[src/hdl/ttpbc_pkg.sv]
// ttpbc_pkg: shared constants, codes, state type and controller interface structs
// for the periodic bandwidth check block; no dependencies
package ttpbc_pkg;

    // table geometry
    localparam int TABLE_SLOTS    = 16;
    localparam int INTERVAL_LIMIT = 16;
    localparam int MIN_EXPONENT   = 3;
    localparam int LOW_SPEED_SHIFT = 3;   // low speed size times 8

    localparam int SLOT_W = $clog2(TABLE_SLOTS);

    // field and register widths
    localparam int KIND_W     = 2;
    localparam int EXPO_W     = 5;
    localparam int BYTES_W    = 10;
    localparam int LIMIT_W    = 15;
    localparam int OVH_W      = 8;
    localparam int BPB_W      = 7;
    localparam int CFG_IDX_W  = 2;
    localparam int CFG_DATA_W = 15;
    localparam int FREE_W     = 16;

    // internal widths
    localparam int SCALED_W   = BYTES_W + LOW_SPEED_SHIFT;
    localparam int NUM_W      = SCALED_W + 1;
    localparam int DIV_CNT_W  = $clog2(NUM_W + 1);
    localparam int SIZE_W     = 16;
    localparam int CNT_W      = 16;
    localparam int USED_W     = 16;
    localparam int CHARGE_W   = SIZE_W + 1;
    localparam int NPK_W      = USED_W + 1;
    localparam int PROD_W     = NPK_W + CHARGE_W;
    localparam int REM_W      = ((TABLE_SLOTS > CNT_W) ? TABLE_SLOTS : CNT_W) + 1;

    // item kinds (any other code is a query)
    localparam logic [KIND_W-1:0] KIND_CLEAR = 2'd0;
    localparam logic [KIND_W-1:0] KIND_ADD   = 2'd1;

    // configuration register indexes
    localparam logic [CFG_IDX_W-1:0] CFG_LIMIT    = 2'd0;
    localparam logic [CFG_IDX_W-1:0] CFG_FULL_OVH = 2'd1;
    localparam logic [CFG_IDX_W-1:0] CFG_LOW_OVH  = 2'd2;
    localparam logic [CFG_IDX_W-1:0] CFG_BPB      = 2'd3;

    // configuration reset values
    localparam logic [LIMIT_W-1:0] RST_LIMIT    = 15'd1285;
    localparam logic [OVH_W-1:0]   RST_FULL_OVH = 8'd20;
    localparam logic [OVH_W-1:0]   RST_LOW_OVH  = 8'd128;
    localparam logic [BPB_W-1:0]   RST_BPB      = 7'd1;

    typedef enum logic [3:0] {
        ST_IDLE,
        ST_DECODE,
        ST_DIVIDE,
        ST_UPDATE,
        ST_WALK_START,
        ST_WALK,
        ST_FLUSH,
        ST_DRAIN,
        ST_RESULT
    } t_state;

    // controller to datapath
    typedef struct packed {
        logic load;
        logic clear_table;
        logic div_start;
        logic table_write;
        logic walk_init;
        logic walk_step;
        logic walk_tail;
        logic out_load;
    } t_cmd;

    // datapath to controller
    typedef struct packed {
        logic is_clear;
        logic add_go;
        logic div_last;
        logic walk_last;
        logic pipe_busy;
    } t_status;

endpackage

[src/hdl/ttpbc_div.sv]
// ttpbc_div: restoring divider, one quotient bit per cycle
// depends on ttpbc_pkg
module ttpbc_div (
    input  logic                          i_clk,
    input  logic                          i_rst_n,
    input  logic                          i_start,
    input  logic [ttpbc_pkg::NUM_W-1:0]   i_numer,
    input  logic [ttpbc_pkg::BPB_W-1:0]   i_divisor,
    output logic                          o_last,
    output logic [ttpbc_pkg::NUM_W-1:0]   o_quot
);

    logic                              r_busy;
    logic [ttpbc_pkg::DIV_CNT_W-1:0]   r_cnt;
    logic [ttpbc_pkg::BPB_W-1:0]       r_rem;
    logic [ttpbc_pkg::NUM_W-1:0]       r_quot;
    logic [ttpbc_pkg::BPB_W-1:0]       r_div;

    logic [ttpbc_pkg::BPB_W:0]         trial;
    logic                              fits;
    logic [ttpbc_pkg::BPB_W:0]         diff;

    // one trial subtraction per cycle
    always_comb begin
        trial = {r_rem, r_quot[ttpbc_pkg::NUM_W-1]};
        fits  = trial >= {1'b0, r_div};
        diff  = trial - {1'b0, r_div};
    end

    // control
    always_ff @(posedge i_clk) begin
        if (!i_rst_n) begin
            r_busy <= 1'b0;
            r_cnt  <= '0;
        end else if (i_start) begin
            r_busy <= 1'b1;
            r_cnt  <= ttpbc_pkg::DIV_CNT_W'(ttpbc_pkg::NUM_W);
        end else if (r_busy) begin
            r_cnt  <= r_cnt - 1'b1;
            r_busy <= (r_cnt != ttpbc_pkg::DIV_CNT_W'(1));
        end
    end

    // remainder and quotient shift register
    always_ff @(posedge i_clk) begin
        if (i_start) begin
            r_rem  <= '0;
            r_quot <= i_numer;
            r_div  <= i_divisor;
        end else if (r_busy) begin
            r_rem  <= fits ? diff[ttpbc_pkg::BPB_W-1:0] : trial[ttpbc_pkg::BPB_W-1:0];
            r_quot <= {r_quot[ttpbc_pkg::NUM_W-2:0], fits};
        end
    end

    assign o_last = r_busy && (r_cnt == ttpbc_pkg::DIV_CNT_W'(1));
    assign o_quot = r_quot;

endmodule

[src/hdl/ttpbc_datapath.sv]
// ttpbc_datapath: configuration registers, interval slot table, divider,
// slot walk pipeline and result registers; depends on ttpbc_pkg, ttpbc_div
module ttpbc_datapath (
    input  logic                                 i_clk,
    input  logic                                 i_rst_n,
    input  ttpbc_pkg::t_cmd                      i_cmd,
    output ttpbc_pkg::t_status                   o_status,
    input  logic                                 i_cfg_we,
    input  logic [ttpbc_pkg::CFG_IDX_W-1:0]      i_cfg_idx,
    input  logic [ttpbc_pkg::CFG_DATA_W-1:0]     i_cfg_data,
    input  logic [ttpbc_pkg::KIND_W-1:0]         i_kind,
    input  logic                                 i_is_low_speed,
    input  logic [ttpbc_pkg::EXPO_W-1:0]         i_poll_exponent,
    input  logic [ttpbc_pkg::BYTES_W-1:0]        i_packet_bytes,
    output logic signed [ttpbc_pkg::FREE_W-1:0]  o_blocks_free,
    output logic                                 o_oversubscribed,
    output logic                                 o_rejected
);

    // configuration
    logic [ttpbc_pkg::LIMIT_W-1:0] r_limit;
    logic [ttpbc_pkg::OVH_W-1:0]   r_full_ovh;
    logic [ttpbc_pkg::OVH_W-1:0]   r_low_ovh;
    logic [ttpbc_pkg::BPB_W-1:0]   r_bpb;

    // captured item
    logic [ttpbc_pkg::KIND_W-1:0]   r_kind;
    logic                           r_low;
    logic [ttpbc_pkg::SLOT_W-1:0]   r_slot;
    logic [ttpbc_pkg::BYTES_W-1:0]  r_bytes;
    logic                           r_rejected;

    // slot table, entries without a valid bit read as zero
    logic [ttpbc_pkg::TABLE_SLOTS-1:0] r_valid;
    logic [ttpbc_pkg::SIZE_W-1:0]      r_size_tab [ttpbc_pkg::TABLE_SLOTS];
    logic [ttpbc_pkg::CNT_W-1:0]       r_cnt_tab  [ttpbc_pkg::TABLE_SLOTS];
    logic [ttpbc_pkg::OVH_W-1:0]       r_ovh_tab  [ttpbc_pkg::TABLE_SLOTS];

    // walk state
    logic [ttpbc_pkg::SLOT_W-1:0]   r_idx;
    logic [ttpbc_pkg::REM_W-1:0]    r_rem;
    logic [ttpbc_pkg::SIZE_W-1:0]   r_size;
    logic [ttpbc_pkg::OVH_W-1:0]    r_ovh;
    logic                           r_a_valid;
    logic [ttpbc_pkg::NPK_W-1:0]    r_npk;
    logic [ttpbc_pkg::CHARGE_W-1:0] r_charge;
    logic                           r_b_valid;
    logic [ttpbc_pkg::PROD_W-1:0]   r_prod;
    logic [ttpbc_pkg::USED_W-1:0]   r_used;

    // result
    logic [ttpbc_pkg::FREE_W-1:0]   r_blocks_free;
    logic                           r_oversubscribed;
    logic                           r_out_rejected;

    logic                           expo_ok;
    logic [ttpbc_pkg::BPB_W-1:0]    divisor;
    logic [ttpbc_pkg::SCALED_W-1:0] scaled;
    logic [ttpbc_pkg::NUM_W-1:0]    numer;
    logic [ttpbc_pkg::NUM_W-1:0]    quot;
    logic                           div_last;

    logic [ttpbc_pkg::SLOT_W-1:0]   rd_addr;
    logic                           e_valid;
    logic [ttpbc_pkg::SIZE_W-1:0]   e_size;
    logic [ttpbc_pkg::CNT_W-1:0]    e_cnt;
    logic [ttpbc_pkg::OVH_W-1:0]    e_ovh;

    logic [ttpbc_pkg::OVH_W-1:0]    ovh_sel;
    logic [ttpbc_pkg::SIZE_W:0]     s0_sum;
    logic [ttpbc_pkg::SIZE_W-1:0]   w_size;
    logic [ttpbc_pkg::CNT_W-1:0]    w_cnt;
    logic [ttpbc_pkg::OVH_W-1:0]    w_ovh;

    logic [ttpbc_pkg::REM_W-1:0]    rem_sum;
    logic [ttpbc_pkg::REM_W-1:0]    rem_mask;
    logic [ttpbc_pkg::REM_W-1:0]    rem_m;
    logic [ttpbc_pkg::REM_W-1:0]    npk_full;
    logic [ttpbc_pkg::NPK_W-1:0]    npk_c;
    logic [ttpbc_pkg::SIZE_W-1:0]   size_m;
    logic [ttpbc_pkg::OVH_W-1:0]    ovh_m;
    logic [ttpbc_pkg::SIZE_W-1:0]   size_next;
    logic [ttpbc_pkg::OVH_W-1:0]    ovh_next;
    logic [ttpbc_pkg::PROD_W-1:0]   prod;
    logic [ttpbc_pkg::PROD_W-1:0]   used_sum;
    logic [ttpbc_pkg::USED_W-1:0]   used_next;
    logic [ttpbc_pkg::FREE_W:0]     free_full;

    // configuration writes
    always_ff @(posedge i_clk) begin
        if (!i_rst_n) begin
            r_limit    <= ttpbc_pkg::RST_LIMIT;
            r_full_ovh <= ttpbc_pkg::RST_FULL_OVH;
            r_low_ovh  <= ttpbc_pkg::RST_LOW_OVH;
            r_bpb      <= ttpbc_pkg::RST_BPB;
        end else if (i_cfg_we) begin
            unique case (i_cfg_idx)
                ttpbc_pkg::CFG_LIMIT:    r_limit    <= i_cfg_data[ttpbc_pkg::LIMIT_W-1:0];
                ttpbc_pkg::CFG_FULL_OVH: r_full_ovh <= i_cfg_data[ttpbc_pkg::OVH_W-1:0];
                ttpbc_pkg::CFG_LOW_OVH:  r_low_ovh  <= i_cfg_data[ttpbc_pkg::OVH_W-1:0];
                ttpbc_pkg::CFG_BPB:      r_bpb      <= i_cfg_data[ttpbc_pkg::BPB_W-1:0];
                default: ;
            endcase
        end
    end

    // interval check on the incoming exponent
    always_comb begin
        expo_ok = (int'(i_poll_exponent) >= ttpbc_pkg::MIN_EXPONENT)
               && (int'(i_poll_exponent) < ttpbc_pkg::INTERVAL_LIMIT)
               && (int'(i_poll_exponent) - ttpbc_pkg::MIN_EXPONENT < ttpbc_pkg::TABLE_SLOTS);
    end

    // capture the accepted item
    always_ff @(posedge i_clk) begin
        if (i_cmd.load) begin
            r_kind     <= i_kind;
            r_low      <= i_is_low_speed;
            r_slot     <= ttpbc_pkg::SLOT_W'(i_poll_exponent
                                              - ttpbc_pkg::EXPO_W'(ttpbc_pkg::MIN_EXPONENT));
            r_bytes    <= i_packet_bytes;
            r_rejected <= (i_kind == ttpbc_pkg::KIND_ADD) && !expo_ok;
        end
    end

    // block rounding: ceil(size / bytes_per_block) through the serial divider
    always_comb begin
        divisor = (r_bpb == '0) ? ttpbc_pkg::BPB_W'(1) : r_bpb;
        scaled  = r_low ? {r_bytes, ttpbc_pkg::LOW_SPEED_SHIFT'(0)}
                        : ttpbc_pkg::SCALED_W'(r_bytes);
        numer   = ttpbc_pkg::NUM_W'(scaled) + ttpbc_pkg::NUM_W'(divisor)
                - ttpbc_pkg::NUM_W'(1);
    end

    ttpbc_div u_div (
        .i_clk     (i_clk),
        .i_rst_n   (i_rst_n),
        .i_start   (i_cmd.div_start),
        .i_numer   (numer),
        .i_divisor (divisor),
        .o_last    (div_last),
        .o_quot    (quot)
    );

    // single table read port
    always_comb begin
        if (i_cmd.walk_init) begin
            rd_addr = '0;
        end else if (i_cmd.table_write) begin
            rd_addr = r_slot;
        end else begin
            rd_addr = r_idx;
        end
        e_valid = r_valid[rd_addr];
        e_size  = e_valid ? r_size_tab[rd_addr] : '0;
        e_cnt   = e_valid ? r_cnt_tab[rd_addr]  : '0;
        e_ovh   = e_valid ? r_ovh_tab[rd_addr]  : '0;
    end

    // endpoint update of the addressed slot
    always_comb begin
        ovh_sel = r_low ? r_low_ovh : r_full_ovh;
        s0_sum  = (ttpbc_pkg::SIZE_W + 1)'(e_size) + (ttpbc_pkg::SIZE_W + 1)'(quot)
                + (ttpbc_pkg::SIZE_W + 1)'(ovh_sel);
        if (r_slot == '0) begin
            w_size = s0_sum[ttpbc_pkg::SIZE_W] ? '1 : s0_sum[ttpbc_pkg::SIZE_W-1:0];
            w_cnt  = e_cnt;
            w_ovh  = e_ovh;
        end else begin
            w_size = (ttpbc_pkg::SIZE_W'(quot) > e_size) ? ttpbc_pkg::SIZE_W'(quot) : e_size;
            w_cnt  = (e_cnt == '1) ? e_cnt : e_cnt + 1'b1;
            if (r_low) begin
                w_ovh = r_low_ovh;
            end else if (e_ovh == '0) begin
                w_ovh = r_full_ovh;
            end else begin
                w_ovh = e_ovh;
            end
        end
    end

    // valid bits
    always_ff @(posedge i_clk) begin
        if (!i_rst_n) begin
            r_valid <= '0;
        end else if (i_cmd.clear_table) begin
            r_valid <= '0;
        end else if (i_cmd.table_write) begin
            r_valid[r_slot] <= 1'b1;
        end
    end

    // table entries
    always_ff @(posedge i_clk) begin
        if (i_cmd.table_write) begin
            r_size_tab[r_slot] <= w_size;
            r_cnt_tab[r_slot]  <= w_cnt;
            r_ovh_tab[r_slot]  <= w_ovh;
        end
    end

    // one slot of the walk: carry remainder, charge whole packets
    always_comb begin
        rem_sum  = (r_rem << 1) + ttpbc_pkg::REM_W'(e_cnt);
        size_m   = (e_size > r_size) ? e_size : r_size;
        ovh_m    = (e_ovh > r_ovh) ? e_ovh : r_ovh;
        npk_full = rem_sum >> r_idx;
        rem_mask = ~({ttpbc_pkg::REM_W{1'b1}} << r_idx);
        rem_m    = rem_sum & rem_mask;
        npk_c    = (|npk_full[ttpbc_pkg::REM_W-1:ttpbc_pkg::USED_W])
                 ? (ttpbc_pkg::NPK_W'(1) << ttpbc_pkg::USED_W)
                 : ttpbc_pkg::NPK_W'(npk_full[ttpbc_pkg::USED_W-1:0]);
        if (rem_m == '0) begin
            size_next = '0;
            ovh_next  = '0;
        end else if (npk_full != '0) begin
            size_next = e_size;
            ovh_next  = ovh_m;
        end else begin
            size_next = size_m;
            ovh_next  = ovh_m;
        end
    end

    // carried walk state
    always_ff @(posedge i_clk) begin
        if (i_cmd.walk_init) begin
            r_idx  <= ttpbc_pkg::SLOT_W'(1);
            r_rem  <= '0;
            r_size <= '0;
            r_ovh  <= '0;
        end else if (i_cmd.walk_step) begin
            r_idx  <= r_idx + 1'b1;
            r_rem  <= rem_m;
            r_size <= size_next;
            r_ovh  <= ovh_next;
        end
    end

    // charge stage: packet count and per-packet cost
    always_ff @(posedge i_clk) begin
        if (i_cmd.walk_step) begin
            r_npk    <= npk_c;
            r_charge <= ttpbc_pkg::CHARGE_W'(size_m) + ttpbc_pkg::CHARGE_W'(ovh_m);
        end else if (i_cmd.walk_tail) begin
            r_npk    <= ttpbc_pkg::NPK_W'(r_rem != '0);
            r_charge <= ttpbc_pkg::CHARGE_W'(r_size) + ttpbc_pkg::CHARGE_W'(r_ovh);
        end
    end

    // multiply and accumulate stages
    assign prod      = ttpbc_pkg::PROD_W'(r_npk) * ttpbc_pkg::PROD_W'(r_charge);
    assign used_sum  = ttpbc_pkg::PROD_W'(r_used) + r_prod;
    assign used_next = (|used_sum[ttpbc_pkg::PROD_W-1:ttpbc_pkg::USED_W])
                     ? '1 : used_sum[ttpbc_pkg::USED_W-1:0];

    always_ff @(posedge i_clk) begin
        if (!i_rst_n) begin
            r_a_valid <= 1'b0;
            r_b_valid <= 1'b0;
        end else begin
            r_a_valid <= i_cmd.walk_step || i_cmd.walk_tail;
            r_b_valid <= r_a_valid;
        end
    end

    always_ff @(posedge i_clk) begin
        if (r_a_valid) begin
            r_prod <= prod;
        end
        if (i_cmd.walk_init) begin
            r_used <= e_size;
        end else if (r_b_valid) begin
            r_used <= used_next;
        end
    end

    // result registers
    assign free_full = (ttpbc_pkg::FREE_W + 1)'(r_limit) - (ttpbc_pkg::FREE_W + 1)'(r_used);

    always_ff @(posedge i_clk) begin
        if (i_cmd.out_load) begin
            r_blocks_free    <= free_full[ttpbc_pkg::FREE_W-1:0];
            r_oversubscribed <= free_full[ttpbc_pkg::FREE_W];
            r_out_rejected   <= r_rejected;
        end
    end

    assign o_blocks_free    = r_blocks_free;
    assign o_oversubscribed = r_oversubscribed;
    assign o_rejected       = r_out_rejected;

    // status to the controller
    always_comb begin
        o_status.is_clear  = (r_kind == ttpbc_pkg::KIND_CLEAR);
        o_status.add_go    = (r_kind == ttpbc_pkg::KIND_ADD) && !r_rejected;
        o_status.div_last  = div_last;
        o_status.walk_last = (r_idx == ttpbc_pkg::SLOT_W'(ttpbc_pkg::TABLE_SLOTS - 1));
        o_status.pipe_busy = r_a_valid || r_b_valid;
    end

endmodule

[src/hdl/ttpbc_ctrl.sv]
// ttpbc_ctrl: sequencing state machine and output handshake
// depends on ttpbc_pkg
module ttpbc_ctrl (
    input  logic                i_clk,
    input  logic                i_rst_n,
    input  logic                i_in_valid,
    output logic                o_in_stall,
    output logic                o_out_valid,
    input  logic                i_out_stall,
    output ttpbc_pkg::t_cmd     o_cmd,
    input  ttpbc_pkg::t_status  i_status
);

    ttpbc_pkg::t_state r_state;
    ttpbc_pkg::t_state n_state;
    logic              r_out_valid;
    logic              n_out_valid;

    // state register
    always_ff @(posedge i_clk) begin
        if (!i_rst_n) begin
            r_state     <= ttpbc_pkg::ST_IDLE;
            r_out_valid <= 1'b0;
        end else begin
            r_state     <= n_state;
            r_out_valid <= n_out_valid;
        end
    end

    // next state and commands
    always_comb begin
        n_state = r_state;
        o_cmd   = '0;
        unique case (r_state)
            ttpbc_pkg::ST_IDLE: begin
                if (i_in_valid) begin
                    o_cmd.load = 1'b1;
                    n_state    = ttpbc_pkg::ST_DECODE;
                end
            end
            ttpbc_pkg::ST_DECODE: begin
                if (i_status.is_clear) begin
                    o_cmd.clear_table = 1'b1;
                    n_state           = ttpbc_pkg::ST_WALK_START;
                end else if (i_status.add_go) begin
                    o_cmd.div_start = 1'b1;
                    n_state         = ttpbc_pkg::ST_DIVIDE;
                end else begin
                    n_state = ttpbc_pkg::ST_WALK_START;
                end
            end
            ttpbc_pkg::ST_DIVIDE: begin
                if (i_status.div_last) begin
                    n_state = ttpbc_pkg::ST_UPDATE;
                end
            end
            ttpbc_pkg::ST_UPDATE: begin
                o_cmd.table_write = 1'b1;
                n_state           = ttpbc_pkg::ST_WALK_START;
            end
            ttpbc_pkg::ST_WALK_START: begin
                o_cmd.walk_init = 1'b1;
                n_state         = ttpbc_pkg::ST_WALK;
            end
            ttpbc_pkg::ST_WALK: begin
                o_cmd.walk_step = 1'b1;
                if (i_status.walk_last) begin
                    n_state = ttpbc_pkg::ST_FLUSH;
                end
            end
            ttpbc_pkg::ST_FLUSH: begin
                o_cmd.walk_tail = 1'b1;
                n_state         = ttpbc_pkg::ST_DRAIN;
            end
            ttpbc_pkg::ST_DRAIN: begin
                if (!i_status.pipe_busy) begin
                    n_state = ttpbc_pkg::ST_RESULT;
                end
            end
            ttpbc_pkg::ST_RESULT: begin
                if (!r_out_valid || !i_out_stall) begin
                    o_cmd.out_load = 1'b1;
                    n_state        = ttpbc_pkg::ST_IDLE;
                end
            end
            default: n_state = ttpbc_pkg::ST_IDLE;
        endcase
    end

    // output register holds until taken
    assign n_out_valid = o_cmd.out_load || (r_out_valid && i_out_stall);

    assign o_in_stall  = !i_rst_n || (r_state != ttpbc_pkg::ST_IDLE);
    assign o_out_valid = r_out_valid;

endmodule

[src/hdl/tt_periodic_bandwidth_check.sv]
// tt_periodic_bandwidth_check: top level, joins controller and datapath
// depends on ttpbc_pkg, ttpbc_ctrl, ttpbc_datapath
//
// Periodic bandwidth check for the full and low speed bus behind one
// transaction translator. Each item clears the interval table, adds an
// endpoint or only queries, and gives one result: blocks free, an
// oversubscribed flag and a rejected flag for an add with a bad interval.
// One item is worked at a time. A clear, a query or a rejected add goes
// from decode straight to the slot walk; an add with a valid interval first
// passes the divider that rounds the packet size to blocks one quotient bit
// per cycle and then writes the updated slot. The rest is
// the slot walk, one slot per cycle through a single multiply and
// accumulate. A finished result waits in the output register, so the next
// item is accepted while it is still held.
// Configuration is taken at any time but must only change while idle.
module tt_periodic_bandwidth_check (
    input  logic                                 i_clk,
    input  logic                                 i_rst_n,
    input  logic                                 i_cfg_we,
    input  logic [ttpbc_pkg::CFG_IDX_W-1:0]      i_cfg_idx,
    input  logic [ttpbc_pkg::CFG_DATA_W-1:0]     i_cfg_data,
    input  logic                                 i_valid,
    output logic                                 o_stall,
    input  logic [ttpbc_pkg::KIND_W-1:0]         i_kind,
    input  logic                                 i_is_low_speed,
    input  logic [ttpbc_pkg::EXPO_W-1:0]         i_poll_exponent,
    input  logic [ttpbc_pkg::BYTES_W-1:0]        i_packet_bytes,
    output logic                                 o_valid,
    input  logic                                 i_stall,
    output logic signed [ttpbc_pkg::FREE_W-1:0]  o_blocks_free,
    output logic                                 o_oversubscribed,
    output logic                                 o_rejected
);

    ttpbc_pkg::t_cmd    cmd;
    ttpbc_pkg::t_status status;

    // sequencing
    ttpbc_ctrl u_ctrl (
        .i_clk       (i_clk),
        .i_rst_n     (i_rst_n),
        .i_in_valid  (i_valid),
        .o_in_stall  (o_stall),
        .o_out_valid (o_valid),
        .i_out_stall (i_stall),
        .o_cmd       (cmd),
        .i_status    (status)
    );

    // table and arithmetic
    ttpbc_datapath u_datapath (
        .i_clk            (i_clk),
        .i_rst_n          (i_rst_n),
        .i_cmd            (cmd),
        .o_status         (status),
        .i_cfg_we         (i_cfg_we),
        .i_cfg_idx        (i_cfg_idx),
        .i_cfg_data       (i_cfg_data),
        .i_kind           (i_kind),
        .i_is_low_speed   (i_is_low_speed),
        .i_poll_exponent  (i_poll_exponent),
        .i_packet_bytes   (i_packet_bytes),
        .o_blocks_free    (o_blocks_free),
        .o_oversubscribed (o_oversubscribed),
        .o_rejected       (o_rejected)
    );

endmodule

[config.mk]
export PLATFORM = sky130hd
export DESIGN_NAME = tt_periodic_bandwidth_check
export DESIGN_NICKNAME = d
export VERILOG_FILES = /design/src/hdl/ttpbc_pkg.sv /design/src/hdl/ttpbc_div.sv /design/src/hdl/ttpbc_datapath.sv /design/src/hdl/ttpbc_ctrl.sv /design/src/hdl/tt_periodic_bandwidth_check.sv
export SDC_FILE = /design/constraint.sdc
export NUM_CORES = 2
export LEC_CHECK = 0
export BUFFER_PORTS_ARGS = -buffer_cell sky130_fd_sc_hd__buf_2
export CORE_AREA = 5 5 428 430
export DETAILED_ROUTE_END_ITERATION = 16
export DIE_AREA = 0 0 433 435
export PLACE_DENSITY = 0.56
export SLEW_MARGIN = 20
export SYNTH_ARGS = -nofsm -noshare
export SYNTH_HDL_FRONTEND = slang
export SYNTH_SLANG_ARGS = --single-unit
[constraint.sdc]
create_clock -name i_clk -period 12.2 [get_ports i_clk]
set_input_delay 2.44 -clock i_clk [delete_from_list [all_inputs] [get_ports i_clk]]
set_output_delay 2.44 -clock i_clk [all_outputs]
set_load 0.01 [all_outputs]
Yosys cells after proc, flatten, opt, wreduce, memory -nomap -nowiden
Memories as Yosys holds them, arrays and structs flattened.
Index checks and enable logic that the tools add are counted.

storage, ports and cells
  bits in registers = 259
  memory bits (writable) = 640
  bits of input ports = 40
  output and inout bits = 20
  word-level logic and storage cells = 188
  memories kept = 3

memory list
  name                   words  bits a word  rd ports  clocked after Yosys merged registers in  write ports  line                  RTL
  u_datapath.r_cnt_tab   16     16           1         0                                        1            ttpbc_datapath.sv:36  logic [ttpbc_pkg::CNT_W-1:0] r_cnt_tab [ttpbc_pkg::TABLE_SLOTS];
  u_datapath.r_size_tab  16     16           1         0                                        1            ttpbc_datapath.sv:35  logic [ttpbc_pkg::SIZE_W-1:0] r_size_tab [ttpbc_pkg::TABLE_SLOTS];
  u_datapath.r_ovh_tab   16     8            1         0                                        1            ttpbc_datapath.sv:37  logic [ttpbc_pkg::OVH_W-1:0] r_ovh_tab [ttpbc_pkg::TABLE_SLOTS];

operators by class
  $add $sub $neg = 15
  multiply operators = 1
  order comparisons = 10
  equal/unequal tests = 22
  shift-type cells = 2
  mux-type cells = 62
  bitwise operators = 4
  reduce and logical (&&, ||, !) cells = 38

operators by type and width
  kind                                                 count
  two-way mux 16 bit                                   13
  two-way mux 17 bit                                   5
  two-way mux 8 bit                                    7
  two-way mux 4 bit                                    9
  one-hot mux 4 bit (9 select lines)                   1
  adder 16 x 34 -> 34 bit                              1
  adder 16 x 8 -> 17 bit                               2
  multiplier 17 x 17 -> 34 bit                         1
  nonzero test 17 bit                                  2
  < comparator 32 x 6 -> 1 bit, second input constant  1
  two-way mux 14 bit                                   2
  OR reduction 18 bit                                  1
  adder 16 x 14 -> 17 bit                              1
  adder 17 x 16 -> 17 bit                              1
  adder 17 x 8 -> 17 bit                               1
  bitwise AND 17 bit                                   1
  zero test 17 bit                                     1
  two-way mux 1 bit                                    17
  NOT 17 bit                                           1
  left shift 17 x 4 -> 17 bit, first input constant    1
  right shift 17 x 4 -> 17 bit                         1
  subtractor 15 x 16 -> 17 bit                         1
  adder 16 x 1 -> 16 bit, second input constant        1
  equality test 16 bit, second input constant          1
  44 further kinds                                     81

Longest topological paths before layout
  word-level depth = 12
  gate-level depth with buffers = 47
  gate-level depth less buffers = 36

Cells and area by module
Synthesis repeated with hierarchy kept, for this count alone.

unflattened totals
  cell total of the unflattened synthesis = 4467
  area, all modules = 53586.4 um^2

modules (own cells, without submodules)
  module          times used  cells each  area an instance (um^2)  sequential area each (um^2)
  ttpbc_datapath  1           4255        51371.8                  24803.8
  ttpbc_div       1           168         1863.0                   870.8
  ttpbc_ctrl      1           44          351.6                    100.1

Least setup slack after synthesis
OpenSTA, ideal clock, no wires.

  path kind = register -> register
  from = register u_datapath.r_slot[2] (netlist name)
  to = register u_datapath.r_charge[10] (netlist name), data pin
  setup time = 0.270 ns
  data arrival time = 8.141 ns
  required time = 11.930 ns
  path slack = 3.789 ns
  cell stages (with the launch flop) = 47
  period minus slack after synthesis = 8.411 ns
  path through = edfxtp_1 buf_2 or4bb_1 a21oi_1 buf_2 or2_1 buf_2 buf_4 buf_2 buf_2 buf_2 buf_2 buf_2 buf_1 nand2_1 a311oi_1 a311oi_1 a311o_1 (+11 left out) clkbuf_1 o21ai_0 ha_1 fa_1 a21o_1 a21oi_1 nor2b_1 o21ai_0 nand2b_1 a21o_1 a21oi_1 inv_1 and2_1 nand2_1 xnor2_1 mux2i_1 nand2_1 o21ai_0

between the ends
  cells in the longest elaborated chain, start to end = 9
  elaborated cells on any way between the ends = 14

RTL lines
  what                                                       line                                          RTL
  start, declared                                            ttpbc_datapath.sv:29                          logic [ttpbc_pkg::SLOT_W-1:0] r_slot;
  start signal, assigned                                     ttpbc_datapath.sv:119                         r_slot <= ttpbc_pkg::SLOT_W'(i_poll_exponent
  two-way mux 4 bit (*)                                      ttpbc_datapath.sv:149                         end else if (i_cmd.table_write) begin
  two-way mux 4 bit (*)                                      ttpbc_datapath.sv:147                         if (i_cmd.walk_init) begin
  binary-select mux 1 bit (select 4 bit)                     ttpbc_datapath.sv:154                         e_valid = r_valid[rd_addr];
  two-way mux 1 bit (not written as such)                    ttpbc_datapath.sv:154
  two-way mux 16 bit or two-way mux 8 bit (tied branches)    ttpbc_datapath.sv:155, ttpbc_datapath.sv:157
  > comparator 16 bit or > comparator 8 bit (tied branches)  ttpbc_datapath.sv:205, ttpbc_datapath.sv:206
  two-way mux 16 bit or two-way mux 8 bit (tied branches)    ttpbc_datapath.sv:205, ttpbc_datapath.sv:206
  adder 16 x 8 -> 17 bit (*)                                 ttpbc_datapath.sv:244                         r_charge <= ttpbc_pkg::CHARGE_W'(size_m) + ttpbc_pkg::CHARGE_W'(ovh_m);
  two-way mux 17 bit (*)                                     ttpbc_datapath.sv:242                         if (i_cmd.walk_step) begin
  end signal, assigned                                       ttpbc_datapath.sv:244
  end signal, assigned                                       ttpbc_datapath.sv:247                         r_charge <= ttpbc_pkg::CHARGE_W'(r_size) + ttpbc_pkg::CHARGE_W'(r_ovh);
  end, declared                                              ttpbc_datapath.sv:46                          logic [ttpbc_pkg::CHARGE_W-1:0] r_charge;

Every way passes the cells marked *; elsewhere a longest branch is shown, timed or not. The select of a mux whose other input is x is not followed.
A chain may end at the register's enable or synchronous reset.

Worst setup path in the final report
  from = register u_ctrl.r_state[3]
  to = register u_datapath.r_charge[10] (netlist name), data pin

between the ends
  cells in the longest elaborated chain, start to end = 11
  elaborated cells on any way between the ends = 20

RTL lines
  what                                                       line                                          RTL
  start, declared                                            ttpbc_ctrl.sv:14                              ttpbc_pkg::t_state r_state;
  start signal, assigned                                     ttpbc_ctrl.sv:22                              r_state <= ttpbc_pkg::ST_IDLE;
  start signal, assigned                                     ttpbc_ctrl.sv:25                              r_state <= n_state;
  equality test 4 x 2 -> 1 bit                               ttpbc_ctrl.sv:34                              unique case (r_state)
  two-way mux 1 bit                                          ttpbc_ctrl.sv:34
  two-way mux 4 bit                                          ttpbc_datapath.sv:149
  two-way mux 4 bit                                          ttpbc_datapath.sv:147
  binary-select mux 1 bit (select 4 bit)                     ttpbc_datapath.sv:154
  two-way mux 1 bit (not written as such)                    ttpbc_datapath.sv:154
  two-way mux 16 bit or two-way mux 8 bit (tied branches)    ttpbc_datapath.sv:155, ttpbc_datapath.sv:157
  > comparator 16 bit or > comparator 8 bit (tied branches)  ttpbc_datapath.sv:205, ttpbc_datapath.sv:206
  two-way mux 16 bit or two-way mux 8 bit (tied branches)    ttpbc_datapath.sv:205, ttpbc_datapath.sv:206
  adder 16 x 8 -> 17 bit                                     ttpbc_datapath.sv:244
  two-way mux 17 bit (*)                                     ttpbc_datapath.sv:242

Marked as above.

==> results.ini <==
[outcome]
status = complete, no violations

[cells_and_area]
fin_nets = 5646
area_growth_pct = 11.94
layout-drive-gt1-share_pct = 8.100
num-fill-cells = 17953

[worst_setup_path]
required_ns = 12.62
critical_path.startpoint = u_ctrl.r_state[3]
path_class = flop to flop
startpoint_type = flop
cp-endpoint = u_datapath.r_charge[10]
end_kind = flop
slowest_delay_ns = 0.80
slowest_stage = buf_4
arrival_ns = 9.86
reg2reg_from = u_ctrl.r_state[3]
reg2reg_to = u_datapath.r_charge[10]
worstPathMaxFanout = 74
crit_top_cell = a21o_1
ff2ff_setup_slack_ns = 2.76
rr_worst_depth = 33

[timing]
post-route-min-period_ns = 9.438
fin_crit_sh_pct = 77.36
rsz0062_at_grt = no
worstMarginPinSlew_ns = 1.074
fmax_mhz = 106.0
setup_viol = 0
drv_slew = 0
finalClockSkew_ns = 0.05293
slew_headroom_pct = 28.07
fin_setup_tns_ns = 0
hold_violations = 0

[global_route]
antenna_found_initial = 2
grt_max_degree = 203
first_global_vias = 37446
grt-ovfl-total = 0
grt_pass1_wl_mm = 225.3
track_usage_pct = 15.22

[route]
postRouteAntennaNets = 0
drt_iter0_markers = 3213
wl_per_cell_um = 19.36
via_per_inst = 5.002
drc = 0
num_vias = 37802
first_pass_iters = 8
wl_mm = 146.3

[placed_design]
gp_congestion = 0.8603
port_buffers = 59
place_hpwl_mm = 92.70

[pwr]
total_power_w = 0.01336
power_density_mw_per_mm2 = 224.2
irDropWorstVdd_uv = 197.3
leakage_nw = 23.26

[yosys]
synthesis.area_mm2 = 0.05326
synth_edf_count = 781
synth.ff_latch_count = 897
synth_area_per_cell_um2 = 10.38
async_reset_ff_share_pct = 0
ys.warnings.count = 0
synthFlopType = edfxtp_1
synth_nets = 5677
syn_inst = 5132
yosysSeqAreaShare_pct = 48.40
synth_cell_types = 106

[clock_tree]
clock_path_buffers = 3
clkTransAtPathRegs_ns = 0.06
cts_setup_buffers = 0
cts_buffers = 98
ctsRootBufferMaster = clkbuf_16
tritoncts = yes
htreeDepth = 3
holdBufCountCts = 0
clk_latency_ns = 0.72
clock_sinks = 897
ctsResizeCount = 0

[floorplanning]
io_pins = 60
fp-row-count = 156
start_util_pct = 29.69
dieArea_mm2 = 0.1884
dieHeight_um = 435
core-area_mm2 = 0.1794
fp.dieW_um = 433

[run]
cap_violations = 0

[min_path]
hp-class = flop to flop

-- flip-flops by register name, indices dropped and copies added (netlist names), 17 cells and up --
register	flops
u_datapath.r_prod	34
u_datapath.r_size_tab	256
u_datapath.r_charge	17
u_datapath.r_npk	17
u_datapath.r_ovh_tab	128
u_datapath.r_cnt_tab	256
-- cell usage after synthesis, types with 39 or more instances --
master    instances  area, um2
a21boi_0         47      352.8
a21o_1           39      292.8
a21oi_1         154      770.7
a311oi_1         82      718.2
and2_1          135      844.6
and3_1           58      362.9
buf_1            44      165.2
buf_2            46      230.2
clkbuf_1        171      641.9
dfxtp_1         116       2322
edfxtp_1        781      23450
fa_1            239       4785
ha_1            266       3328
inv_1           479       1798
mux2i_1          52      520.5
nand2_1        1005       3772
nand3_1         354       1772
nor2_1          199      747.0
nor3_1           61      305.3
o21a_1           51      382.9
o21ai_0         162      810.8
xnor2_1          94      823.3
-- worst min path at each step --
| stage | from | endpoint | cells after the start |
|---|---|---|---|
| after global placement | u_datapath.r_valid[0] | u_datapath.r_valid[0] | 1 |
| after CTS | u_datapath.r_valid[15] | u_datapath.r_valid[15] | 1 |
| after global routing | u_datapath.r_limit[9] | u_datapath.r_limit[9] | 2 |
| final | u_datapath.r_valid[7] | u_datapath.r_valid[7] | 1 |
| after floorplan | u_datapath.r_rejected | u_datapath.o_rejected | 0 |
| after detailed placement | u_datapath.r_valid[15] | u_datapath.r_valid[15] | 1 |
-- per-stage QoR --
step / instance area, um2 / worst slack, ns / cells / utilization [%] / hold WS, ns
floorplan: 53260 / 3.789 / 5132 / - / 0.4276
global placement: 56240 / 2.984 / 7370 / 31.35 / 0.4504
detailed placement: 56250 / 2.840 / 7370 / 31.36 / 0.4547
CTS: 59490 / 2.832 / 7554 / 33.17 / 0.4693
global route: 59610 / 2.142 / 7555 / 33.23 / 0.4921
finish: 59620 / 2.762 / 7557 / 33.24 / 0.4698
-- power breakdown --
| part | internal (W) | switching, W | leakage [nW] |
|---|---|---|---|
| Combinational | 0.00235 | 0.00402 | 13.6 |
| Sequential | 0.00393 | 0.0000880 | 8.04 |
| Clock | 0.00170 | 0.00129 | 1.59 |
| Total | 0.00797 | 0.00539 | 23.3 |
-- area by class of cell --
cell class	instances	area, um2	share of cell area, %
Clock inverter	70	705.7	1.184
Antenna cell	2	5.005	0.008395
Timing Repair Buffer	143	983.4	1.650
Tap cell	2370	2965	4.974
Inverter	482	1809	3.035
Multi-Input combinational cell	3479	24830	41.65
Clock buffer	114	2542	4.265
Sequential cell	897	25770	43.23
-- cell families (layout without fill, tap and decap cells) --
kind of cell / after synthesis / count (layout) / share of synthesized area (%)
muxes: 66 / 66 / 1.313
buffers and inverters: 756 / 809 / 5.577
DFF: 897 / 897 / 48.40
AOI/OAI and AO/OA: 792 / 792 / 10.46
xor gates and xnor gates: 118 / 118 / 1.941
other: 0 / 2 / 0
adders and majority gates: 505 / 505 / 15.23
and+or+nand+nor: 1998 / 1998 / 17.08
-- routing by layer --
metal / GRT usage [%] / up-vias / part of all wire (%)
met4: 3.822 / 0 / 2.2
met2: 25.33 / 1003 / 48
met3: 2.065 / 184 / 5.3
met5: 0 / - / 0
met1: 20.95 / 18825 / 45
li1: - / 17790 / -
-- placed cells by master, fill, tap and decap left out, types with 56 or more instances in the layout --
master	instances
nor3_1	56
a311oi_1	82
edfxtp_1	781
nand2_1	1005
dfxtp_1	116
a21oi_1	147
clkbuf_16	98
inv_1	479
and3_1	58
xnor2_1	86
fa_1	239
and2_1	135
o21ai_0	161
nand3_1	353
nor2_1	189
buf_4	80
ha_1	266
buf_2	59
-- critical path: cells and delay by family, from the launching register on --
kind | cells | cell delay, ns
AOI/OAI and AO/OA | 17 | 4.02
adders and majority gates | 3 | 1.03
xor gates and xnor gates | 1 | 0.11
and+or+nand+nor | 6 | 1.19
DFF | 1 | 0.49
muxes | 1 | 0.09
buffers and inverters | 5 | 2.11
Power figures use the tool's default switching activity.
